==> config.mk <==
export PLATFORM = sky130hd
export DESIGN_NAME = smm_ram
export DESIGN_NICKNAME = d
export VERILOG_FILES = /design/src/design/assert_macros.svh /design/src/design/smm_ram.sv
export SDC_FILE = /design/constraint.sdc
export NUM_CORES = 2
export LEC_CHECK = 0
export ABC_AREA = 0
export BUFFER_PORTS_ARGS = -buffer_cell sky130_fd_sc_hd__clkbuf_2
export CAP_MARGIN = 20
export CORE_MARGIN = 5
export CORE_UTILIZATION = 58
export CTS_CLUSTER_SIZE = 40
export DETAILED_ROUTE_END_ITERATION = 7
export PLACE_DENSITY = 0.74
export SLEW_MARGIN = 30
export SYNTH_ARGS = -nofsm -noshare
export SYNTH_HDL_FRONTEND = slang
export SYNTH_SLANG_ARGS = --single-unit
==> constraint.sdc <==
create_clock -name clk -period 5.9 [get_ports clk]
set_input_delay 0.885 -clock clk [delete_from_list [all_inputs] [get_ports clk]]
set_output_delay 0.885 -clock clk [all_outputs]
set_load 0.02 [all_outputs]
==> src/design/assert_macros.svh <==
// ----------------------------------------------------------------------------
// Assertion macros
// Shared concurrent assertion forms for the matrix multiplier modules.
// ----------------------------------------------------------------------------
`ifndef ASSERT_MACROS_SVH
`define ASSERT_MACROS_SVH

// Implication checked at every clock edge outside reset.
`define SMM_ASSERT(lbl, prop, msg) \
	lbl: assert property (@(posedge clk) disable iff (!arst_n) prop) else $error(msg);

// Condition that must never hold outside reset.
`define SMM_NEVER(lbl, cond, msg) \
	lbl: assert property (@(posedge clk) disable iff (!arst_n) !(cond)) else $error(msg);

`endif

==> src/design/smm_ram.sv <==
// ----------------------------------------------------------------------------
// Generic RAM
// Single write port, single read port with registered read data.
// ----------------------------------------------------------------------------
`timescale 1ns / 1ps

module smm_ram #(
	parameter int WIDTH = 32,
	parameter int DEPTH = 64
) (
	input  logic                     clk,
	input  logic                     we,
	input  logic [$clog2(DEPTH)-1:0] waddr,
	input  logic [WIDTH-1:0]         wdata,
	input  logic [$clog2(DEPTH)-1:0] raddr,
	output logic [WIDTH-1:0]         rdata
);

	logic [WIDTH-1:0] mem_q [DEPTH];

	always_ff @(posedge clk) begin
		if (we) begin
			mem_q[waddr] <= wdata;
		end
		rdata <= mem_q[raddr];
	end

endmodule

# Word level (Yosys, flattened, before mapping)
# Memories as Yosys holds them, arrays and structs flattened. A register that Yosys moved wholly into a read port is not among the register bits.
# Cells that the tools add are included.
# totals
regBits	0
ram_bits	2048
output_inout_bits	32
mem_count	1
# classes
muxes	2
# memory_table
memory	depth	width	rd	rd_ports_with_merged_regs	wr	line	source
mem_q	64	32	1	1	1	smm_ram.sv:19	logic [WIDTH-1:0] mem_q [DEPTH];
# op_table
operator	n
$mux 1	2

# Longest topological paths before layout
# depth
ltp_word	2
ltp_mapped	10
ltp_nobuf	5

# Least setup slack after synthesis
# Ideal clock, no wire load.
# synth_path
path_kind	input to register
start	input port waddr[3]
end	memory mem_q[48][0], enable pin
setup_ps	461
arrival_ps	3584
required_time_ps	5439
slack_ps	1855
stages	4
path_buffers	1
cell_sequence	clkbuf_1 -> nor2b_1 -> nand4b_1 -> nor3_1
# synth_lines
item	line	source
start: declaration	smm_ram.sv:13	input logic [$clog2(DEPTH)-1:0] waddr,
end: declaration	smm_ram.sv:19	
# Straight into the memory's write port.

==> metrics <==
result of the run completed; critical path data required time around 6.5 ns; Synth top area share between 70% and 80%; classification of the worst setup path input pin to register; number of buffers added to fix hold violations after cts 0; unrepaired setup endpoints after global routing false; largest net degree at the start of global routing 93; detailed placer's ending HPWL 111000 um; proportion of power drawn by combinational gates ~5.2%; via count of the first global-routing pass about 39000; count of flip-flops with a built-in enable after synthesis between 2000 and 2500; Row Count 135; CTS root buf sky130_fd_sc_hd__clkbuf_16; power share of the sequential group between 50% and 60%; Synth cell types 34; top cells by area in the synthesized netlist sky130_fd_sc_hd__edfxtp_1 78%, sky130_fd_sc_hd__mux4_2 16%, sky130_fd_sc_hd__mux2i_1 1.2%; parity-gate share of the synthesized area counting xor and xnor cells 0%; relative contribution of the clock network to total power around two fifths; area inside the core boundary 135000 um2; Hold WC Path Type input pin to register; endpoint of the worst register-to-register path rdata[29]$_DFF_P_; most used standard cell by instance count after synthesis sky130_fd_sc_hd__edfxtp_1; top achievable clock speed around 0.26 GHz; depth of the worst register-to-register path 4; Yosys reg bits 2080; Final Hold Violating Endpoints 0; Clock Pin Slew Worst Setup and Hold Paths approximately 0.06 ns; min Tclk post-route roughly 3.8 ns; net switching power 6470 uW; Max Used Layer met5; Final Hold Slack between 0.5 and 0.6 ns; Post-CTS Repair Setup Buffers 0; M1 wire length 71100 um; setup tns final 0 ns; die area between 100000 and 150000 um2; ordered cell list for the critical path buf_8 > buf_16 > buf_12 > buf_4 > buf_4 > mux4_2 > mux2i_1 > a21oi_1 > a21oi_1 > nor2_1; standby leakage power between 0.02 and 0.03 uW; layout overhead on the synthesized area 12.9%; number of instances in the synthesized netlist 3324; worst clock skew on the final layout 0.0276 ns; Min-Delay Endpoint mem_q[8][21]$_DFFE_PP_; ratio of total power to cell area ~350 nW/um2; area fraction in compound gates after synthesis under 10%; num ports 78; initial detailed-routing violation count between 5000 and 6000; max capacitance violation total 0; element type at the critical path end register; critical path arrival roughly 4.5 ns; Die Y approximately 380 um; transition time at the pin with the least slew margin 1.08 ns; slack of the worst reg-to-reg path between 3 and 4 ns; Slew headroom roughly 28%; Post-Synth Adder-Cell Area 0%; Design Area, Final just under 90000 um2; most used flip-flop cell after synthesis sky130_fd_sc_hd__edfxtp_1; Async SR Flop Fraction 0%; clock buffer count from CTS about 200; number of fillers in the final layout 8135; final cycle utilization of the critical path 65.2%; sw frac between 20% and 30%; net count reported at finish around 3600; most numerous cell types in the synthesized netlist 2048 x sky130_fd_sc_hd__edfxtp_1, 544 x sky130_fd_sc_hd__mux4_2, 137 x sky130_fd_sc_hd__nor2_1, 93 x sky130_fd_sc_hd__mux2i_1, 84 x sky130_fd_sc_hd__o22ai_1; total internal power 24200 uW; crit path max-delay cell type sky130_fd_sc_hd__a21oi_1; Area after DPL slightly above 80000 um2; portion of netlist area occupied by mux cells between 10% and 20%; aggregate global routing overflow 0; total of cells resized after clock tree synthesis 0; fraction of the yosys area taken by sequential cells 79.1%; vias per cell a little under 7; cell taking the most area after synthesis sky130_fd_sc_hd__edfxtp_1; final RePlAce weighted congestion roughly 0.79; Max stage delay on crit path around 0.76 ns; Routed met2 length about 100000 um; H-tree depth 4; net count after synthesis approximately 3400; wire length of the first global-routing pass a little under 300000 um; ratio of cells with drive above 1 in the final layout 30.5%; Initial Utilization around three fifths; Final setup violation count 0; Synth warnings 0; clock sinks roughly 2100; initial antenna violation count 11; Longest Clk Path Bufs 3; remaining design rule violation count 0; count of buffers inserted at the top-level ports 77; via count about 38000; final routed wirelength across all metal layers slightly above 200000 um; total length of routed met3 wires between 20000 and 25000 um; kind of start point of the critical path input pin; share of synthesized cell area in and, or, nand and nor gates under 10%; worst r2r src mem_q[19][29]$_DFFE_PP_; min-delay src wdata[21]; depth of the worst hold-timing path 1; Global Route Usage Sum between 20% and 30%; First-pass DRT Iterations 5; number of max-slew violations in the final report 0; main combinational cell family by area after synthesis multiplexers; DRT antenna net count 0; chip width approximately 380 um; peak ir drop on the vdd network about 0.34 mV; source-to-sink clock delay at the later pin of the worst-skew pair between 0.8 and 0.9 ns; worst-path fanout max 46; netlist area before placement just under 80000 um2; synthesized area per cell between 20 and 25 um2; CTS tree yes; average routed wire per standard cell 37.2 um
[flip-flops by register name, indices dropped and copies added (netlist names)]
register / cells
mem_q: 2048
rdata: 32
[layout make-up]
| class | instances | area [um2] | share of cell area (%) |
|---|---|---|---|
| tap | 1781 | 2230 | 2.51 |
| multi-input combinational | 1062 | 16000 | 18.1 |
| timing repair buffer | 230 | 1800 | 2.03 |
| clock buffer | 267 | 5400 | 6.09 |
| sequential | 2080 | 62100 | 70.1 |
| clock inverter | 99 | 1050 | 1.19 |
| antenna | 5 | 12.5 | 0.0141 |
[worst max-delay path by stage]
stage	slack (ns)	cells after the start	end	startpoint
5_1_grt	2.00	10	rdata[25]$_DFF_P_	raddr[0]
3_3_place_gp	1.35	7	rdata[8]$_DFF_P_	raddr[0]
2_1_floorplan	1.86	4	mem_q[48][0]$_DFFE_PP_	waddr[3]
3_5_place_dp	1.33	9	rdata[25]$_DFF_P_	raddr[0]
4_1_cts	2.21	9	rdata[25]$_DFF_P_	raddr[0]
6_report	2.05	10	rdata[25]$_DFF_P_	raddr[0]
[stage by stage]
step                      worst slack (ns)  total power [uW]  cells  utilization [%]
after floorplan                       1.86             17500   3324                -
after global placement                1.35             18300   5144             60.7
after detailed placement              1.33             18300   5151             60.9
after CTS                             2.21             30700   5517             65.6
after global routing                  2.00             31500   5519             65.7
final                                 2.05             30700   5524             65.7
[per-layer routing]
layer  up-vias  global-route usage (%)
li1      14800                       -
met1     20000                    39.0
met2      2723                    47.0
met3       461                    6.67
met4         6                    13.3
met5         -                       0
[power groups by stage]
stage	Sequential (uW)	Clock (uW)	Combinational, uW
detailed placement	16800	0	1570
global placement	16700	0	1520
global route	16400	13400	1650
CTS	16400	12700	1580
finish	16400	12600	1590
floorplan	16700	0	796
[logic make-up (layout without fill, tap and decap cells)]
family          Yosys count  after routing
compound gates          202            202
buf+inv                 182            596
flops                  2080           2080
mux                     637            637
other cells               0              5
simple gates            223            223
[worst max-delay path: cells and delay by family]
family | cells | cell delay [ns]
buffers and inverters | 5 | 1.56
AOI/OAI and AO/OA | 2 | 0.98
muxes | 2 | 0.79
and+or+nand+nor | 1 | 0.14
[placed cells by master, fill, tap and decap left out, types with 30 or more instances in the layout]
| cell | instances |
|---|---|
| sky130_fd_sc_hd__edfxtp_1 | 2048 |
| sky130_fd_sc_hd__mux4_2 | 544 |
| sky130_fd_sc_hd__clkbuf_16 | 199 |
| sky130_fd_sc_hd__buf_4 | 138 |
| sky130_fd_sc_hd__mux2i_1 | 93 |
| sky130_fd_sc_hd__o22ai_1 | 84 |
| sky130_fd_sc_hd__nor2_1 | 74 |
| sky130_fd_sc_hd__clkbuf_2 | 72 |
| sky130_fd_sc_hd__a21oi_1 | 62 |
| sky130_fd_sc_hd__nor2_4 | 62 |
| sky130_fd_sc_hd__clkbuf_1 | 52 |
| sky130_fd_sc_hd__clkinv_2 | 35 |
| sky130_fd_sc_hd__dfxtp_1 | 32 |
| sky130_fd_sc_hd__clkinv_1 | 30 |
Power figures use the tool's default switching activity.
