**src/design/assert_macros.svh**
```systemverilog
// ----------------------------------------------------------------------------
// Assertion macros
// Shared concurrent assertion forms for the matrix multiplier modules.
// ----------------------------------------------------------------------------
`ifndef ASSERT_MACROS_SVH
`define ASSERT_MACROS_SVH

// Implication checked at every clock edge outside reset.
`define SMM_ASSERT(lbl, prop, msg) \
	lbl: assert property (@(posedge clk) disable iff (!arst_n) prop) else $error(msg);

// Condition that must never hold outside reset.
`define SMM_NEVER(lbl, cond, msg) \
	lbl: assert property (@(posedge clk) disable iff (!arst_n) !(cond)) else $error(msg);

`endif

```
**src/design/smm_pkg.sv**
```systemverilog
// ----------------------------------------------------------------------------
// Matrix multiplier package
// Widths, types and the tag that follows each multiply-accumulate step.
// ----------------------------------------------------------------------------
`timescale 1ns / 1ps

package smm_pkg;

	localparam int MAX_SIZE   = 8;
	localparam int DATA_WIDTH = 32;
	localparam int SIZE_W     = 4;
	localparam int IDX_W      = $clog2(MAX_SIZE);
	localparam int DEPTH      = MAX_SIZE * MAX_SIZE;
	localparam int ADDR_W     = $clog2(DEPTH);

	typedef logic signed [DATA_WIDTH-1:0] data_t;
	typedef logic [SIZE_W-1:0]            size_t;
	typedef logic [IDX_W-1:0]             idx_t;
	typedef logic [ADDR_W-1:0]            addr_t;

	typedef struct packed {
		logic valid;
		logic first;
		logic last_k;
		idx_t row;
		idx_t column;
		logic last;
	} tag_t;

endpackage

```
**src/design/smm_mac.sv**
```systemverilog
// ----------------------------------------------------------------------------
// Shared multiply-accumulate unit
// Registered multiply, then accumulate; drives the result register.
// ----------------------------------------------------------------------------
`timescale 1ns / 1ps

module smm_mac (
	input  logic           clk,
	input  logic           arst_n,
	input  smm_pkg::data_t a,
	input  smm_pkg::data_t b,
	input  smm_pkg::tag_t  tag_s1,
	output logic           product_valid,
	output smm_pkg::data_t product_value,
	output smm_pkg::idx_t  row,
	output smm_pkg::idx_t  column,
	output logic           last,
	output logic           done
);
	import smm_pkg::*;
	`include "assert_macros.svh"

	logic [DATA_WIDTH-1:0]   full_prod;
	logic [DATA_WIDTH-1:0]   prod_s2;
	tag_t                    tag_s2;
	logic [DATA_WIDTH-1:0]   sum;
	logic [DATA_WIDTH-1:0]   acc_q;
	logic                    valid_q;
	data_t                   value_q;
	idx_t                    row_q;
	idx_t                    column_q;
	logic                    last_q;

	assign full_prod = a * b;

	always_ff @(posedge clk or negedge arst_n) begin
		if (!arst_n) begin
			tag_s2 <= '0;
		end else begin
			tag_s2 <= tag_s1;
		end
	end

	always_ff @(posedge clk) begin
		prod_s2 <= full_prod;
	end

	assign sum = tag_s2.first ? prod_s2 : acc_q + prod_s2;

	always_ff @(posedge clk or negedge arst_n) begin
		if (!arst_n) begin
			valid_q <= 1'b0;
		end else begin
			valid_q <= tag_s2.valid && tag_s2.last_k;
		end
	end

	always_ff @(posedge clk) begin
		if (tag_s2.valid) begin
			acc_q <= sum;
		end
		if (tag_s2.valid && tag_s2.last_k) begin
			value_q  <= data_t'(sum);
			row_q    <= tag_s2.row;
			column_q <= tag_s2.column;
			last_q   <= tag_s2.last;
		end
	end

	assign product_valid = valid_q;
	assign product_value = value_q;
	assign row           = row_q;
	assign column        = column_q;
	assign last          = valid_q && last_q;
	assign done          = valid_q && last_q;

	`SMM_ASSERT(a_result_from_step, valid_q |-> $past(tag_s2.valid && tag_s2.last_k), "result without a final step")
	`SMM_ASSERT(a_last_is_final_cell, (tag_s2.valid && tag_s2.last_k && tag_s2.last) |=> (valid_q && last_q), "final cell not marked last")
	`SMM_ASSERT(a_no_result_after_last, (valid_q && last_q) |=> !valid_q, "result after the last item")

endmodule

```
**config.mk**
```make
export PLATFORM = sky130hd
export DESIGN_NAME = smm_mac
export DESIGN_NICKNAME = d
export VERILOG_FILES = /design/src/design/smm_pkg.sv /design/src/design/smm_mac.sv
export VERILOG_INCLUDE_DIRS = /design/src /design/src/design
export SDC_FILE = /design/constraint.sdc
export NUM_CORES = 1
export LEC_CHECK = 0
export BUFFER_PORTS_ARGS = -buffer_cell sky130_fd_sc_hd__buf_2
export CORE_MARGIN = 1
export CORE_UTILIZATION = 65
export DETAILED_ROUTE_END_ITERATION = 8
export PLACE_DENSITY_LB_ADDON = 0.25
export SYNTH_ARGS = -nofsm -noshare
export SYNTH_HDL_FRONTEND = slang
export SYNTH_SLANG_ARGS = --single-unit
```
**constraint.sdc**
```tcl
create_clock -name clk -period 3.4 [get_ports clk]
set_input_delay 0.68 -clock clk [delete_from_list [all_inputs] [get_ports clk]]
set_output_delay 0.68 -clock clk [all_outputs]
set_load 0.02 [all_outputs]
```
# Yosys cells after proc, flatten, opt, wreduce, memory -nomap -nowiden
# Index checks and enable logic that the tools add are counted.
totals:
  register_bits: 114
  in_bits: 76
  romBits: 0
  elab_cells: 18
  latchBits: 0
  mem_count: 0
  mem_bits_rw: 0
  output_inout_bits: 41
classes:
  eq_ne: 0
  n_mul: 1
  n_shift: 0
  n_lt_le_gt_ge: 0
  add_sub_neg: 1
  mux: 1
  reduce_logical: 2
  bitwise_logic: 0
  n_div: 0
ops:
  columns: ["op", "n"]
  rows:
  - ["32-bit adder", 1]
  - ["32-bit by 32-bit multiplier with 32-bit output", 1]
  - ["32-bit two-way mux", 1]
  - ["1-bit logical AND", 2]

# Logic depth before layout (Yosys ltp)
# Gate-level depths: netlist (run 1).
logic_depth:
  word_depth: 2
  depth_mapped: 28
  mapped_depth_nobuf: 26

# Worst setup path before layout (run 1)
# Ideal clock, no wire load.
synth_timing:
  path_type: "input -> register"
  startpoint: "input port a[13]"
  endpoint: "register prod_s2[29]"
  path_slack_ns: -3.909
  arrival_ns: 7.187
  setup_ns: 0.122
  required_ns: 3.278
  n_path_buf: 2
  stages: 25
  path_cell_list: "clkbuf_1 clkbuf_1 and2_1 fa_1 fa_1 fa_1 inv_1 fa_1 inv_1 fa_1 inv_1 fa_1 inv_1 fa_1 fa_1 ha_1 a21o_1 a21o_1 a21oi_1 o21ai_1 a221oi_2 o21ai_1 o41ai_4 nor3_1 a311o_1"
synth_between:
  elab_chain_len: 1
synth_rtl:
  columns: ["item", "line", "source"]
  rows:
  - ["start: declaration", "smm_mac.sv:10", "input smm_pkg::data_t a,"]
  - ["32-bit by 32-bit multiplier with 32-bit output", "smm_mac.sv:34", "assign full_prod = a * b;"]
  - ["net full_prod[29]", "smm_mac.sv:23", "logic [DATA_WIDTH-1:0] full_prod;"]
  - ["end signal: assignment", "smm_mac.sv:45", "prod_s2 <= full_prod;"]
  - ["end: declaration", "smm_mac.sv:24", "logic [DATA_WIDTH-1:0] prod_s2;"]
# The timed path passes the listed nets, and every way through them passes these cells.
# A chain may end at the register's enable or synchronous reset.

# Final worst setup path (run 1)
layout_timing:
  startpoint: "input port a[17]"
  endpoint: "register prod_s2[28]"
# The elaborated chain is that of the path after synthesis.

==> results of run 1 <==
## worst paths after layout
kind / slack (ns) / endpoint / start / cells after the start
setup reg to reg: 0.17 / product_value[30] / prod_s2[0] / 12
max in group asynchronous: 3.09 / tag_s2[8] / arst_n / 1
min in group clk: 0.32 / tag_s2[3] / tag_s1[3] / 1
hold / removal: 0.08 / tag_s2[3] / arst_n / 1
hold reg to reg: 0.42 / last_q / tag_s2[0] / 0
setup / recovery: -3.46 / prod_s2[28] / a[17] / 22
## cell families after synthesis
kind of cell / Yosys count / synth area share [%]
flip-flops: 114 / 14.3
XOR/XNOR: 104 / 4.27
adder cells (fa/ha/maj): 590 / 49.1
AND/OR/NAND/NOR: 672 / 16.7
multiplexers: 4 / 0.200
AO/OA/AOI/OAI: 186 / 6.00
buffers and inverters: 538 / 9.50
## routing by layer
metal,routed length [um],vias up,track usage [%]
met5,0,-,0
met3,4730,220,5.12
met1,23200,8392,46.6
met2,29900,858,61.6
li1,-,7339,-
met4,3240,0,16.2
## cell usage after synthesis, types with 2 or more instances
cell,instances,area share [%]
nand2b_1,6,0.18
xnor2_1,80,3.3
a21o_1,27,0.95
edfxtp_1,71,10
nand2_1,232,4.1
o21ai_0,37,0.87
a211oi_1,3,0.11
o211ai_1,2,0.070
and3_1,3,0.088
a21oi_2,4,0.16
mux2_2,2,0.11
dfxtp_1,32,3.0
or3_1,2,0.059
and2_1,354,10
fa_1,409,38
nor3_1,12,0.28
o21bai_1,6,0.21
nor4b_1,2,0.082
o21a_1,13,0.46
nor2_1,29,0.51
nand4_1,4,0.12
ha_1,181,11
a221oi_2,2,0.14
a221oi_1,2,0.082
a31oi_1,5,0.15
mux2i_1,2,0.094
a21boi_0,3,0.11
clkbuf_1,94,1.7
dfrtp_1,11,1.3
o31ai_1,10,0.35
o21ai_1,6,0.14
nor2b_1,6,0.18
inv_1,442,7.8
a211o_1,2,0.082
a21oi_1,45,1.1
nand3_1,14,0.33
xor2_1,24,0.99
a311o_1,2,0.094
## placed cells by master, fill, tap and decap left out, types with 8 or more instances in the layout
master	count
inv_1	417
fa_1	388
and2_1	330
nand2_1	226
buf_4	226
ha_1	137
buf_2	95
xnor2_1	72
edfxtp_1	71
buf_6	46
ha_4	42
a21oi_1	35
o21ai_0	33
dfxtp_1	32
a21o_1	27
clkbuf_16	26
inv_2	25
nor2_1	25
and2_4	23
xor2_1	23
fa_2	21
o21a_1	13
nand3_1	13
a21oi_2	11
nor3_1	11
buf_12	11
dfrtp_1	10
o31ai_1	9
o21ai_2	8
xnor2_2	8
buf_8	8
## through the flow
stage	cells	setup TNS (ns)	hold slack (ns)	utilization, %	cell area, um2
final	2970	-67.15	0.0801	82.3	26200
after global routing	2969	-69.84	0.0984	82.2	26200
after CTS	2949	-62.88	0.0860	80.4	25600
after detailed placement	2896	-79.24	0.404	75.7	24100
after global placement	2896	-77.94	0.401	75.7	24100
after floorplan	2208	-65.54	0.384	-	21800
## final cells by class
cell class / count / area, um2
Multi-Input combinational cell: 1556 / 17200
Fill cell: 1845 / 5660
Timing Repair Buffer: 389 / 3100
Sequential cell: 114 / 3050
Inverter: 442 / 1660
Clock buffer: 29 / 661
Tap cell: 435 / 544
Clock inverter: 4 / 43.8
Antenna cell: 1 / 2.50
## worst max-delay path: cells and delay by family
kind | cells | cell delay (ns)
AOI/OAI and AO/OA | 4 | 0.72
adders and majority gates | 9 | 4.42
buffers and inverters | 7 | 0.97
and+or+nand+nor | 2 | 0.41
## sequential cells by signal, indices dropped and copies added (netlist names)
| name | count |
|---|---|
| product_valid | 1 |
| last_q | 1 |
| prod_s2 | 32 |
| acc_q | 32 |
| product_value | 32 |
| column | 3 |
| tag_s2 | 10 |
| row | 3 |
## what timing repair did
item,in CTS,in global routing
pin swaps,42,85
endpoints found under the setup margin,27,27
endpoints found under the hold margin,0,0
buffers inserted,19,25
gates cloned,1,1
resized for setup,145,96
==> results.toml, run 1 <==
[clock_tree]
htreeDepth = 4
cts.hold.buffers_added = 0
clock_tree.buffer_depth = 3
worstSkewPairLatency_ns = 0.46
clock_sinks = 114
clkTransAtPathRegs_ns = 0.06
cts_root_buffer = "clkbuf_16"
numCtsBuffers = 25
cts_tree = "built"

[placement]
place.gp.congestion = 0.942
port_buffers = 116
dp_hpwl_um = 46900
pre_cts_slack_ns = -4.00

[timing]
worst_slew_pin_slew_ns = 1.06
setup_viol = 27
hold_viol = 0
setup_ws_ns = -3.46
rsz0062_at_grt = "true"
fin_crit_ns = 6.86
timing.final.crit_share_pct = 202
final.setup_skew_ns = 0.0208
fmax_ghz = 0.146
drv_slew = 0
relSlewSlack_pct = 29.0

[critical_path]
endpoint_kind = "flop"
cpPeakStageDelay_ns = 0.63
worstPathCellList = "buf_2, buf_4, buf_4, and2_1, fa_1, fa_1, inv_1, fa_1, fa_1, inv_1, fa_1, fa_1, fa_1, fa_1, ha_1, a21oi_1, buf_4, a21oi_2, nor3b_4, buf_4, o21ai_2, a311o_1"
crit_top_cell = "fa_1"
start_kind = "primary input"
critical_path_required_ns = 3.73
path_class = "primary input to flop"
cp.arrival_ns = 7.19
crit_fanout = 10
cp_slowest_cell = "fa_1"

[floorplanning]
dieWidth_um = 183
initial_core_util_pct = 66.8
core_area_mm2 = 0.0319
chipHeight_um = 183
io-pin-count = 117
fp-row-count = 65
dieArea_mm2 = 0.0335

[grt]
grt_antenna_before_repair = 0
grt_usage_pct = 36.3
grt.overflow.total = 0
grt_pass1_vias = 17900
grt_pass1_wl_um = 92700
grt_max_degree = 65

[synth]
synth_top_flop_cell = "edfxtp_1"
syn_avg_cell_area_um2 = 9.65
ys_seq_area_share_pct = 14.3
synth_cell_types = 65
synth_edf_count = 71
synth_seq_cells = 114
synthCells = 2208
synthArstFlopShare_pct = 9.65
synth_nets = 2874
ys.warnings.count = 0
syn_area_mm2 = 0.0213

[finish]
drive_above_1_share_pct = 23.6
area_growth_pct = 23.1
fin_nets = 3194

[drt]
routed_via_density = 5.66
drc = 0
dr.pass1.iters = 5
wl_per_cell_um = 20.5
antenna_left = 0
vias = 16800
first_iter_violations = 1271
wl_um = 61000

[min_path]
hold_path.class = "primary input to asynchronous set/reset pin"

[run_status]
violations = "setup timing"
status = "complete, but fails checks"

[run]
drv_cap = 0
Power of run 1 is left out: the tool's default activity adds up to more than one toggle a clock period on the data nets, which glitch-free logic cannot reach.
==> run 2: changes to the inputs <==
--- a/config.mk
+++ b/config.mk
@@ -7,6 +7,7 @@
 export NUM_CORES = 1
 export LEC_CHECK = 0
 export BUFFER_PORTS_ARGS = -buffer_cell sky130_fd_sc_hd__buf_2
+export CORE_ASPECT_RATIO = 0.5
 export CORE_MARGIN = 1
 export CORE_UTILIZATION = 65
 export DETAILED_ROUTE_END_ITERATION = 8
==> constraint.sdc (replaced) <==
create_clock -name clk -period 3.4 [get_ports clk]
set_input_delay 0 -clock clk [delete_from_list [all_inputs] [get_ports clk]]
set_output_delay 0 -clock clk [all_outputs]
set_load 0.02 [all_outputs]
==> run 2 against run 1 <==
Effect of this change:
- the run still ends with setup timing left
- highest routed layer unchanged
- routed wire length increased by 2.8%
- setup slack improved by 0.80 ns
- clock skew decreased by 0.010 ns
- hold slack got worse by 0.015 ns
- core utilization increased by 0.30 points
- first-iteration DRC count increased by 21%
- register-to-register slack got worse by 0.24 ns
- fmax increased by 13%
- non-clock buffer count unchanged
- count of clock-buffer cells in the layout decreased by 10
==> results.toml, run 2 (synthesis gave the netlist of run 1 again) <==
[run_status]
status = "complete, but fails checks"
violations = "setup timing"

[finish]
area_growth_pct = 23.8
fin_nets = 3186
final_cell_mix = "409 x inv_1, 380 x fa_1, 328 x and2_1, 227 x nand2_1, 202 x buf_4"
drive_above_1_share_pct = 24.0
antenna_cells = 0
final_common_cell = "inv_1"

[clock_tree]
htreeDepth = 4
clock_tree.buffer_depth = 2
clock_sinks = 114
cts_tree = "built"
worstSkewPairLatency_ns = 0.43
numCtsBuffers = 17
cts_root_buffer = "clkbuf_16"
clkTransAtPathRegs_ns = 0.06

[min_path]
hold_path.class = "primary input to flop"
hold_depth = 2
hold_start = "a[0]"
hold_end = "prod_s2[0]"

[floorplanning]
initial_core_util_pct = 66.7
chipHeight_um = 130
core_area_mm2 = 0.0319
dieArea_mm2 = 0.0336
io-pin-count = 117
fp-row-count = 46
dieWidth_um = 258

[grt]
grt_pass1_wl_um = 94800
grt_max_degree = 65
grt_antenna_before_repair = 2
grt_usage_pct = 37.4
grt_pass1_vias = 18100
grt.overflow.total = 0

[timing]
rsz0062_at_grt = "true"
setup_viol = 26
final.setup_skew_ns = 0.0104
timing.final.crit_share_pct = 178
fin_setup_tns_ns = -48.08
hold_viol = 0
drv_slew = 0
fmax_ghz = 0.165
worst_slew_pin_slew_ns = 1.12
fin_crit_ns = 6.06
setup_ws_ns = -2.66
relSlewSlack_pct = 25.5

[placement]
place.gp.congestion = 0.975
port_buffers = 116
dp_hpwl_um = 47300

[run]
drv_cap = 0

[drt]
drc = 0
routed_via_density = 5.74
dr.pass1.iters = 5
antenna_left = 0
wl_um = 62700
wl_per_cell_um = 21.2
first_iter_violations = 1537
vias = 17000

[critical_path]
cp.arrival_ns = 6.37
ff2ff_path_depth = 12
critical_path_required_ns = 3.71
cp_slowest_cell = "fa_1"
crit_top_cell = "fa_1"
cpPeakStageDelay_ns = 0.57
reg2reg_from = "prod_s2[0]"
crit_fanout = 5
regToRegSetupSlack_ns = -0.07
reg2reg_to = "product_value[28]"
cp_top_family = "adder cells"
crit_buf_inv = 7
start_kind = "primary input"
endpoint_kind = "flop"
path_class = "primary input to flop"
## run 2: final cells by class
class | instances | area [um2]
Clock buffer | 19 | 475
Clock inverter | 13 | 96.3
Fill cell | 1774 | 5570
Inverter | 442 | 1660
Multi-Input combinational cell | 1556 | 17200
Sequential cell | 114 | 3050
Tap cell | 432 | 541
Timing Repair Buffer | 389 | 3330
## run 2: how the worst max path moves through the flow
stage	start	end	slack [ns]	cells past startpoint
6_report	a[10]	prod_s2[31]	-2.66	26
5_1_grt	b[2]	prod_s2[31]	-2.83	26
4_1_cts	a[16]	prod_s2[29]	-2.53	25
3_5_place_dp	b[5]	prod_s2[29]	-3.22	25
2_1_floorplan	a[13]	prod_s2[29]	-2.99	25
3_3_place_gp	b[5]	prod_s2[29]	-3.15	25
## run 2: repair_timing
item / 4_1_cts / 5_1_grt
gates cloned: 2 / 1
resized for setup: 217 / 89
pin swaps: 114 / 84
hold buffers: 12 / 0
setup buffers: 17 / 22
endpoints found under the hold margin: 21 / 0
setup endpoints to repair: 26 / 25
## run 2: per-stage QoR
stage / instances / setup WS (ns) / util, % / hold slack [ns] / cell area (um2)
floorplan: 2208 / -2.99 / - / -0.296 / 21600
global placement: 2892 / -3.15 / 75.4 / -0.128 / 24100
detailed placement: 2892 / -3.22 / 75.4 / -0.127 / 24100
CTS: 2953 / -2.53 / 81.0 / 0.0393 / 25900
global route: 2965 / -2.83 / 82.6 / 0.0629 / 26400
finish: 2965 / -2.66 / 82.6 / 0.0652 / 26400
## run 2: metal layers
metal,track usage (%),up-vias,wire [um]
li1,-,7324,-
met1,46.0,8546,23400
met2,64.3,904,30100
met3,8.06,259,5390
met4,17.3,0,3810
met5,0,-,0
Power of run 2 is left out for the same reason.
