==> src/design/assert_macros.svh <==
// ----------------------------------------------------------------------------
// Assertion macros
// Shared concurrent assertion forms for the matrix multiplier modules.
// ----------------------------------------------------------------------------
`ifndef ASSERT_MACROS_SVH
`define ASSERT_MACROS_SVH

// Implication checked at every clock edge outside reset.
`define SMM_ASSERT(lbl, prop, msg) \
	lbl: assert property (@(posedge clk) disable iff (!arst_n) prop) else $error(msg);

// Condition that must never hold outside reset.
`define SMM_NEVER(lbl, cond, msg) \
	lbl: assert property (@(posedge clk) disable iff (!arst_n) !(cond)) else $error(msg);

`endif

==> src/design/smm_pkg.sv <==
// ----------------------------------------------------------------------------
// Matrix multiplier package
// Widths, types and the tag that follows each multiply-accumulate step.
// ----------------------------------------------------------------------------
`timescale 1ns / 1ps

package smm_pkg;

	localparam int MAX_SIZE   = 8;
	localparam int DATA_WIDTH = 32;
	localparam int SIZE_W     = 4;
	localparam int IDX_W      = $clog2(MAX_SIZE);
	localparam int DEPTH      = MAX_SIZE * MAX_SIZE;
	localparam int ADDR_W     = $clog2(DEPTH);

	typedef logic signed [DATA_WIDTH-1:0] data_t;
	typedef logic [SIZE_W-1:0]            size_t;
	typedef logic [IDX_W-1:0]             idx_t;
	typedef logic [ADDR_W-1:0]            addr_t;

	typedef struct packed {
		logic valid;
		logic first;
		logic last_k;
		idx_t row;
		idx_t column;
		logic last;
	} tag_t;

endpackage

==> src/design/smm_ctrl.sv <==
// ----------------------------------------------------------------------------
// Load and compute sequencer
// Steers loaded items into the stores and walks i, j, k for the product.
// ----------------------------------------------------------------------------
`timescale 1ns / 1ps

module smm_ctrl (
	input  logic           clk,
	input  logic           arst_n,
	input  logic           start,
	output logic           busy,
	input  logic           cfg_valid,
	output logic           cfg_ready,
	input  smm_pkg::size_t cfg_data,
	input  logic           done,
	output logic           a_we,
	output logic           b_we,
	output smm_pkg::addr_t waddr,
	output smm_pkg::addr_t a_raddr,
	output smm_pkg::addr_t b_raddr,
	output smm_pkg::tag_t  tag_s1
);
	import smm_pkg::*;
	`include "assert_macros.svh"

	logic  busy_q;
	logic  issue_q;
	logic  phase_q;
	addr_t idx_q;
	idx_t  n_m1_q;
	addr_t cells_m1_q;
	idx_t  i_q;
	idx_t  j_q;
	idx_t  k_q;
	logic  accept;
	logic  cfg_wr;
	logic  last_elem;
	idx_t  new_n_m1;
	size_t new_n;
	logic [2*SIZE_W-1:0] new_cells;
	size_t n;
	tag_t  tag_q;

	assign accept    = start && !busy_q;
	assign cfg_wr    = cfg_valid && cfg_ready;
	assign last_elem = idx_q == cells_m1_q;
	assign n         = size_t'(n_m1_q) + size_t'(1);

	always_comb begin
		if (cfg_data == '0) begin
			new_n_m1 = '0;
		end else if (cfg_data > size_t'(MAX_SIZE)) begin
			new_n_m1 = idx_t'(MAX_SIZE - 1);
		end else begin
			new_n_m1 = idx_t'(cfg_data - size_t'(1));
		end
		new_n     = size_t'(new_n_m1) + size_t'(1);
		new_cells = {{SIZE_W{1'b0}}, new_n} * {{SIZE_W{1'b0}}, new_n};
	end

	always_ff @(posedge clk or negedge arst_n) begin
		if (!arst_n) begin
			busy_q     <= 1'b0;
			issue_q    <= 1'b0;
			phase_q    <= 1'b0;
			idx_q      <= '0;
			n_m1_q     <= idx_t'(MAX_SIZE - 1);
			cells_m1_q <= addr_t'(DEPTH - 1);
			i_q        <= '0;
			j_q        <= '0;
			k_q        <= '0;
		end else begin
			if (cfg_wr) begin
				n_m1_q     <= new_n_m1;
				cells_m1_q <= addr_t'(new_cells - {{SIZE_W{1'b0}}, size_t'(1)});
				idx_q      <= '0;
				phase_q    <= 1'b0;
			end else if (accept) begin
				if (last_elem) begin
					idx_q   <= '0;
					phase_q <= ~phase_q;
					if (phase_q) begin
						busy_q  <= 1'b1;
						issue_q <= 1'b1;
					end
				end else begin
					idx_q <= idx_q + addr_t'(1);
				end
			end else if (done) begin
				busy_q <= 1'b0;
			end
			if (issue_q) begin
				if (k_q == n_m1_q) begin
					k_q <= '0;
					if (j_q == n_m1_q) begin
						j_q <= '0;
						if (i_q == n_m1_q) begin
							i_q     <= '0;
							issue_q <= 1'b0;
						end else begin
							i_q <= i_q + idx_t'(1);
						end
					end else begin
						j_q <= j_q + idx_t'(1);
					end
				end else begin
					k_q <= k_q + idx_t'(1);
				end
			end
		end
	end

	always_ff @(posedge clk or negedge arst_n) begin
		if (!arst_n) begin
			tag_q <= '0;
		end else begin
			tag_q.valid  <= issue_q;
			tag_q.first  <= k_q == '0;
			tag_q.last_k <= k_q == n_m1_q;
			tag_q.row    <= i_q;
			tag_q.column <= j_q;
			tag_q.last   <= (i_q == n_m1_q) && (j_q == n_m1_q);
		end
	end

	assign a_raddr   = addr_t'(addr_t'(i_q) * addr_t'(n) + addr_t'(k_q));
	assign b_raddr   = addr_t'(addr_t'(k_q) * addr_t'(n) + addr_t'(j_q));
	assign waddr     = idx_q;
	assign a_we      = accept && !cfg_wr && !phase_q;
	assign b_we      = accept && !cfg_wr && phase_q;
	assign busy      = busy_q;
	assign cfg_ready = !busy_q && !start;
	assign tag_s1    = tag_q;

	`SMM_ASSERT(a_issue_while_busy, issue_q |-> busy_q, "product steps issued while not busy")
	`SMM_NEVER(a_no_load_in_compute, (a_we || b_we) && issue_q, "store write during product steps")
	`SMM_ASSERT(a_busy_after_b, (accept && phase_q && last_elem && !cfg_wr) |=> issue_q, "final item did not start product")

endmodule

==> config.mk <==
export PLATFORM = sky130hd
export DESIGN_NAME = smm_ctrl
export DESIGN_NICKNAME = d
export VERILOG_FILES = /design/src/design/smm_pkg.sv /design/src/design/smm_ctrl.sv
export VERILOG_INCLUDE_DIRS = /design/src /design/src/design
export SDC_FILE = /design/constraint.sdc
export NUM_CORES = 1
export LEC_CHECK = 0
export BUFFER_PORTS_ARGS = -buffer_cell sky130_fd_sc_hd__buf_4
export CORE_UTILIZATION = 30
export CTS_CLUSTER_DIAMETER = 60
export DETAILED_ROUTE_END_ITERATION = 12
export GPL_TIMING_DRIVEN = 0
export PLACE_DENSITY = 0.56
export REMOVE_ABC_BUFFERS = 1
export SLEW_MARGIN = 15
export SYNTH_ARGS = -nofsm -noshare
export SYNTH_HDL_FRONTEND = slang
export SYNTH_SLANG_ARGS = --single-unit
==> constraint.sdc <==
create_clock -name clk -period 4.8 [get_ports clk]
set_clock_uncertainty 0.1 [all_clocks]
set_input_delay 0.96 -clock clk [delete_from_list [all_inputs] [get_ports clk]]
set_output_delay 0.96 -clock clk [all_outputs]
set_load 0.005 [all_outputs]
# --- After elaboration in Yosys (flattened, before gate mapping) ---
# Index checks and enable logic that the tools add are counted.
classes:
  multipliers: 3
  n_reduce_logical: 20
  n_bitwise: 2
  add_sub_neg: 10
  n_mux: 23
  eq_ne: 6
  magnitude_cmp: 1
ops:
  columns: ["op", "n"]
  rows:
  - ["6-bit two-way mux", 3]
  - ["1-bit two-way mux", 15]
  - ["3-bit two-way mux", 5]
  - ["6-bit by 3-bit adder with 6-bit output", 2]
  - ["3-bit by 4-bit multiplier with 6-bit output", 2]
  - ["3-bit by 1-bit adder with 3-bit output (second input constant)", 3]
  - ["3-bit == test", 3]
  - ["3-bit by 1-bit adder with 4-bit output (second input constant)", 2]
  - ["1-bit logical AND", 7]
  - ["6-bit by 1-bit adder with 6-bit output (second input constant)", 1]
  - ["6-bit == test", 1]
  - ["4-bit by 4-bit multiplier with 6-bit output", 1]
  - ["2-bit nonzero test", 3]
  - ["6-bit by 1-bit subtractor with 6-bit output (second input constant)", 1]
  - ["4-bit greater-than comparator (second input constant)", 1]
  - ["1-bit zero test", 4]
  - ["4-bit zero test", 1]
  - ["2-bit AND reduction", 2]
  - ["4-bit AND reduction", 1]
  - ["3-bit zero test", 1]
  - ["3-bit AND reduction", 1]
  - ["3-bit by 1-bit subtractor with 3-bit output (second input constant)", 1]
  - ["2-bit by 1-bit != test with 1-bit output (second input constant)", 1]
  - ["2-bit != test (second input constant)", 1]
  - ["1-bit inverter", 2]
totals:
  register_bits: 37
  out_inout_bits: 32

# --- Depth between registers and ports, before layout ---
# Gate-level depths: netlist of the first run.
depth:
  ltp_word: 8
  mapped_depth: 12
  depth_no_buf: 12

# --- Worst setup path after synthesis of the first run ---
# No wires, ideal clock.
synth_path:
  path_kind: "reg-to-output"
  startpoint: "register n_m1_q[1]"
  endpoint: "output a_raddr[5]"
  setup_slack_ps: 681
  path_stages_with_launch: 11
  required_time_ps: 3740
  arrival_time_ps: 3059
  path_buffers: 0
  cell_sequence: "dfstp_2 -> ha_1 -> xor2_1 -> nand2_1 -> fa_1 -> inv_1 -> fa_1 -> fa_1 -> a21o_1 -> a21oi_1 -> xnor2_1"
synth_via:
  elab_chain_len: 3
synth_lines:
  columns: ["item", "line_no", "text"]
  rows:
  - ["start, declared", "smm_ctrl.sv:30", "idx_t n_m1_q;"]
  - ["start signal, assigned", "smm_ctrl.sv:67", "n_m1_q <= idx_t'(MAX_SIZE - 1);"]
  - ["start signal, assigned", "smm_ctrl.sv:74", "n_m1_q <= new_n_m1;"]
  - ["3-bit by 1-bit adder with 4-bit output", "smm_ctrl.sv:47", "assign n = size_t'(n_m1_q) + size_t'(1);"]
  - ["3-bit by 4-bit multiplier with 6-bit output", "smm_ctrl.sv:126", "assign a_raddr = addr_t'(addr_t'(i_q) * addr_t'(n) + addr_t'(k_q));"]
  - ["6-bit by 3-bit adder with 6-bit output", "smm_ctrl.sv:126", null]
  - ["end, declared", "smm_ctrl.sv:19", "output smm_pkg::addr_t a_raddr,"]
# No other way between the ends.

# --- Worst setup path after layout of the first run ---
layout_path:
  startpoint: "register n_m1_q[0]"
  endpoint: "output a_raddr[5]"
# Same word-level chain as after synthesis.

==> metrics.md, run 1 <==
| Metric | Value |
|---|---|
| Internal power | `0.000897 W` |
| CTS tree | `yes` |
| Synth area leader | `dfrtp_1` |
| Max Cap Viol | `0` |
| Peak VDD IR | `0.000143 V` |
| Clock Path Buffers | `2` |
| Final hold vios | `0` |
| # clock sinks | `35` |
| Total of warnings raised by yosys | `0` |
| DP Area | `3020 um2` |
| Die area | `9090 um2` |
| HP Class | `flip-flop to flip-flop` |
| Status | `finished, final reports clean` |
| Slowest stage delay, CP | `600 ps` |
| CP Cell Sequence | `ha_1 -> xor2_2 -> nand2_1 -> fa_1 -> inv_1 -> fa_1 -> fa_1 -> a21o_1 -> a21oi_1 -> xnor2_1 -> buf_4` |
| Ratio of cells with drive above 1 in the final layout | `22.0%` |
| Net Sw Frac | `34.2%` |
| Critical-path maximum fanout | `6` |
| Most common flop cell mapped by yosys | `dfrtp_1` |
| Asr flop ratio synth | `100%` |
| Flop2flop setup slack | `2730 ps` |
| CP Depth | `11` |
| Vias | `2014` |
| Flop pwr share | `35.1%` |
| CTS clock-pin slew for the worst setup and hold paths | `70 ps` |
| R2R cell count | `7` |
| DR WL met2 | `2510 um` |
| Initial detailed-routing violation count | `42` |
| DR top layer | `met4` |
| Number of synthesized flops with an enable pin | `0` |
| Final net count | `363` |
| Crit start category | `flip-flop` |
| First-pass GRT wire length | `8970 um` |
| PD cells | `424 nW/um2` |
| Routed WL | `5260 um` |
| CP endpoint kind | `output port` |
| Vias in the first global route | `1970` |
| CP delay by family, top | `adder cells` |
| Critical path required time | `3740 ps` |
| RR Startpoint | `n_m1_q[0]` |
| DR WL/cell | `12.6 um` |
| Total grt overflow | `0` |
| Final antenna-violating net count | `0` |
| Clock latency on the worst-skew pair | `290 ps` |
| Max Transition Viols Final | `0` |
| Total Negative Setup Slacks | `0 ps` |
| Critical path arrival | `3550 ps` |
| Clk pwr share | `22.9%` |
| Wl on met1 | `2520 um` |
| Area contributors post-synth | `dfrtp_1 (27%), ha_1 (15%), dfstp_2 (7.0%), xnor2_1 (7.0%), fa_1 (6.9%)` |
| Crit. Startpoint | `n_m1_q[0]` |
| RD Place Congestion | `0.743` |
| I/O Buffers | `40` |
| Starting density of the core | `31.4%` |
| Lkg Pwr | `1.65 nW` |
| Antenna Cells | `0` |
| Met3 Wirelength | `144 um` |
| Fin crit period | `4610 ps` |
| Hold Slack | `388 ps` |
| Gate power share | `41.9%` |
| CTS H-tree lvls | `2` |
| Place WS | `282 ps` |
| Vias per cell | `4.81` |
| TritonRoute pass-1 iters | `4` |
| Slew @ Worst Pin | `611 ps` |
| DPL Wire Length | `4040 um` |
| Slew margin rel. | `59.2%` |
| Post-Synthesis Cells | `264` |
| Syn_area_per_cell | `9.91 um2` |
| Largest net degree at the start of global routing | `36` |
| Design Area, Final | `3210 um2` |
| WP buf/inv | `2` |
| Tot GR Track Use | `12.5%` |
| CTS buffer count | `5` |
| Crit path kind | `flip-flop to output port` |
| Die Ht | `95.4 um` |
| Final Setup Violations | `0` |
| Area Growth Syn to Fin | `22.9%` |
| #FFs+latches synth | `35` |
| Num rows | `33` |
| Cell Area, Synth | `2620 um2` |
| R2r endpoint | `j_q[0]` |
| Die width | `95.4 um` |
| Top cell type's share of synthesized area | `26.8%` |
| CP max-delay cell | `dfstp_2` |
| Core area | `8340 um2` |
| Achievable Freq | `0.217 GHz` |
| CP most frequent cell | `fa_1` |
| Tcrit/Tclk final | `96.0%` |
| Pwr Total | `0.00136 W` |
| I/O pin total | `41` |
| Root buf cell | `clkbuf_8` |
| Post-CTS Hold Fix Bufs | `0` |
| DRC | `0` |
| Synth cell types | `48` |
| Setup crit end | `a_raddr[5]` |
| Worst setup margin | `192 ps` |
| Initial antenna violation count | `0` |
| Sequential-to-total area share from yosys stat | `33.8%` |
| NetSw | `0.000466 W` |
[final cells by class]
cell class,count,area (um2)
Sequential cell,35,885
Clock buffer,6,72.6
Clock inverter,2,60.1
Multi-Input combinational cell,207,1650
Inverter,17,63.8
Fill cell,850,5130
Tap cell,105,131
Timing Repair Buffer,47,353
[sequential cells by signal (all words and copies together), names as in the netlist, 3 cells and up]
signal / flops
cells_m1_q: 4
i_q: 3
j_q: 3
k_q: 3
n_m1_q: 3
tag_s1: 10
waddr: 6
[worst reg2reg max path, stage by stage, from the launching register on]
cell and delay (ps):
dfstp_2 600, buf_4 140, inv_1 80, ha_1 300
and2_1 150, nand3_1 200, nor2_1 110, mux2_2 270
[timing repair]
item	4_1_cts	5_1_grt
resized for setup	1	1
buffers inserted	0	7
pin swaps	0	1
endpoints found under the hold margin	0	0
cloned	0	0
setup endpoints to repair	2	2
[routing by layer]
metal,global-route usage (%),vias up
li1,-,1010
met5,0,-
met4,4.55,0
met1,16.5,970
met3,1.83,7
met2,20.8,27
[Yosys cell counts, types with 2 or more instances]
master and count:
clkbuf_1 2, nand2b_1 4, buf_2 2, nand3_1 10, xor2_1 8, a21o_1 5, and2_1 10, dfrtp_1 28
inv_1 17, fa_1 9, o211ai_1 2, a22o_1 2, ha_1 32, nor3_1 6, dfstp_2 7, nand4_1 2
o31ai_1 2, a32o_1 3, nor2b_1 6, o21ai_0 10, mux2_2 2, nor2_1 12, a21oi_1 5, a211oi_1 2
nand2_1 26, xnor2_1 21, o22ai_1 3, and3_1 5, maj3_1 2
[metrics by stage]
| stage | instances | util, % |
|---|---|---|
| 2_1_floorplan | 259 | - |
| 3_3_place_gp | 404 | 36.2 |
| 3_5_place_dp | 404 | 36.2 |
| 4_1_cts | 412 | 37.9 |
| 5_1_grt | 419 | 38.5 |
| 6_report | 419 | 38.5 |
[power by group through the flow]
stage	Combinational (W)	Clock, W	Sequential (W)
finish	0.000571	0.000313	0.000479
global route	0.000657	0.000336	0.000493
CTS	0.000565	0.000321	0.000483
detailed placement	0.000564	0	0.000486
global placement	0.000550	0	0.000486
floorplan	0.000345	0	0.000457
[cells by family after synthesis]
| logic type | count (synthesis) | share of synthesized area, % |
|---|---|---|
| adder cells (fa/ha/maj) | 44 | 23.4 |
| other | 1 | 0.143 |
| flip-flops | 35 | 33.8 |
| XOR/XNOR | 29 | 9.71 |
| AND/OR/NAND/NOR | 88 | 17.1 |
| buffers and inverters | 22 | 3.54 |
| multiplexers | 3 | 1.24 |
| AO/OA/AOI/OAI | 42 | 11.1 |
[cell usage in the layout, fill, tap and decap left out, types with 7 or more instances in the layout]
cell type,instances
dfstp_2,7
o21ai_0,10
fa_1,8
buf_4,47
nor2_1,12
and2_1,10
nand3_1,10
nand2_1,26
dfrtp_1,28
xnor2_1,21
inv_1,17
xor2_1,7
ha_1,32
[worst min path at each step]
stage / end / startpoint / cells after the start / slack, ps
2_1_floorplan: tag_s1[2] / j_q[1] / 0 / 340
3_3_place_gp: cells_m1_q[5] / cells_m1_q[5] / 2 / 370
3_5_place_dp: cells_m1_q[2] / cells_m1_q[2] / 2 / 380
4_1_cts: cells_m1_q[2] / cells_m1_q[2] / 2 / 390
5_1_grt: cells_m1_q[5] / cells_m1_q[5] / 2 / 420
6_report: cells_m1_q[3] / cells_m1_q[3] / 2 / 390
(Power assumes the default switching activity.)
==> inputs of run 2 (changes only) <==
REMOVE_ABC_BUFFERS = unset   (was 1)
==> run 2 against run 1 <==
  * Fmax is 0.87% lower
  * Clock-buffer cell count is the same
  * Sequential cell count unchanged
  * Sequential share of layout area increased by 0.58 points
  * Clock power shrank 33%
  * Power decreased by 7.6%
  * First-iteration DRC count is 110% higher
  * Largest cell class unchanged
==> metrics.md, run 2 (synthesis gave the netlist of run 1 again) <==
| Metric | Value |
|---|---|
| Status | `finished, final reports clean` |
| Num rows | `33` |
| Gate power share | `46.4%` |
| CTS tree | `yes` |
| Total grt overflow | `0` |
| CTS clock-pin slew for the worst setup and hold paths | `70 ps` |
| Commonest non-fill, non-tap cells in the layout | `buf_4 (41), ha_1 (32), dfrtp_1 (28), nand2_1 (26), xnor2_1 (21)` |
| Multi-input logic area | `1650 um2` |
| DRC | `0` |
| Root buf cell | `clkbuf_8` |
| Lkg Pwr | `1.61 nW` |
| Crit start category | `flip-flop` |
| Clk pwr share | `16.6%` |
| Peak VDD IR | `0.000123 V` |
| Max FFs per register | `10` |
| Die area | `9090 um2` |
| Fill count | `844` |
| Commonest non-fill, non-tap cell in the layout | `buf_4` |
| Vias per cell | `4.82` |
| Fin crit period | `4650 ps` |
| Core area | `8340 um2` |
| Hold Slack | `385 ps` |
| Final hold vios | `0` |
| CTS buffer count | `5` |
| Slew margin rel. | `62.1%` |
| PD cells | `401 nW/um2` |
| DR WL/cell | `12.5 um` |
| # clock sinks | `35` |
| I/O pin total | `41` |
| Design Area, Final | `3150 um2` |
| Vias | `2014` |
| Initial antenna violation count | `0` |
| Die width | `95.4 um` |
| Fin util | `37.7%` |
| Crit path kind | `flip-flop to output port` |
| First-pass GRT wire length | `8900 um` |
| Final net count | `362` |
| Die Ht | `95.4 um` |
| Antenna Cells | `0` |
| I/O Buffers | `39` |
| Ratio of cells with drive above 1 in the final layout | `20.8%` |
| Starting density of the core | `31.4%` |
| Clock latency on the worst-skew pair | `290 ps` |
| Critical path arrival | `3590 ps` |
| Net Sw Frac | `37.5%` |
| RD Place Congestion | `0.767` |
| Internal power | `0.000788 W` |
| Tot GR Track Use | `12.5%` |
| DP Area | `3040 um2` |
| Post-CTS Hold Fix Bufs | `0` |
| Initial detailed-routing violation count | `87` |
| Achievable Freq | `0.215 GHz` |
| Largest net degree at the start of global routing | `36` |
| Total Negative Setup Slacks | `0 ps` |
| Worst setup margin | `151 ps` |
| Area Growth Syn to Fin | `20.3%` |
| DPL Wire Length | `4070 um` |
| Routed WL | `5230 um` |
| CP endpoint kind | `output port` |
| Vias in the first global route | `1949` |
| Seq. cell area | `885 um2` |
| TritonRoute pass-1 iters | `4` |
| Max Cap Viol | `0` |
| Critical-path maximum fanout | `6` |
| Syn Nets | `314` |
| Flop pwr share | `37.0%` |
| HP Class | `flip-flop to flip-flop` |
| Tcrit/Tclk final | `96.9%` |
| NetSw | `0.000473 W` |
| Place WS | `297 ps` |
| Clock Path Buffers | `2` |
| Max Transition Viols Final | `0` |
| Final antenna-violating net count | `0` |
| CTS H-tree lvls | `2` |
| Slew @ Worst Pin | `568 ps` |
| Final Setup Violations | `0` |
| Critical path required time | `3740 ps` |
run 2: cell types whose count changed in the layout (fill, tap and decap cells not counted), sizes merged:
cell / delta
buf: -3
bufinv: -2
clkbuf: +2
clkinv: +1
clkinvlp: +1
run 2: repair_timing:
| item | CTS | global route |
|---|---|---|
| resized for setup | 1 | 0 |
| setup endpoints to repair | 2 | 2 |
| pin swaps | 0 | 1 |
| hold endpoints to repair | 0 | 0 |
| setup buffers | 0 | 2 |
run 2: power by group through the flow:
| stage | registers, W | clock network, W | logic, W |
|---|---|---|---|
| after global routing | 0.000480 | 0.000232 | 0.000671 |
| after floorplan | 0.000448 | 0 | 0.000359 |
| final | 0.000466 | 0.000209 | 0.000585 |
| after detailed placement | 0.000472 | 0 | 0.000583 |
| after CTS | 0.000467 | 0.000218 | 0.000591 |
| after global placement | 0.000470 | 0 | 0.000575 |
run 2: final timing paths:
check                                   start       endpoint  slack [ps]  cells past startpoint
min in group asynchronous              arst_n       waddr[2]         510                      1
worst min-delay path            cells_m1_q[2]  cells_m1_q[2]         380                      2
max in group asynchronous              arst_n      n_m1_q[1]        3740                      1
worst min register to register  cells_m1_q[2]  cells_m1_q[2]         380                      2
worst max register to register      n_m1_q[0]         j_q[0]        2680                      7
worst max-delay path                n_m1_q[1]     b_raddr[5]         150                     11
run 2: through the flow:
step | total power [W] | cells
after floorplan | 0.000807 | 264
after global placement | 0.00104 | 408
after detailed placement | 0.00106 | 408
after CTS | 0.00128 | 416
after global routing | 0.00138 | 418
final | 0.00126 | 418
run 2: area by class of cell:
| cell class | count | area share, % |
|---|---|---|
| flip-flops and latches | 35 | 28.1 |
| plain buffers | 5 | 0.915 |
| repair buffers | 41 | 9.78 |
| well taps | 105 | 4.17 |
| multi-input cells | 207 | 52.3 |
| clock inverters | 2 | 0.398 |
| clock buffers | 6 | 2.31 |
| inverters | 17 | 2.03 |
run 2: metal layers:
layer  GRT usage, %  vias to the layer above  routed length (um)  share of wire, %
met5              0                        -                   0                 0
met4           3.79                        0                  71               1.4
met3           2.15                        5                 147               2.8
met2           21.3                       31                2570                49
met1           16.0                      971                2440                47
li1               -                     1007                   -                 -
run 2: critical path, cell delays in order, from the launching register on:
cell	delay, ps
dfstp_2	610
ha_1	210
xor2_2	220
nand2_1	100
fa_1	500
inv_1	50
fa_1	510
fa_1	470
a21o_1	200
a21oi_1	170
xnor2_1	130
buf_4	130
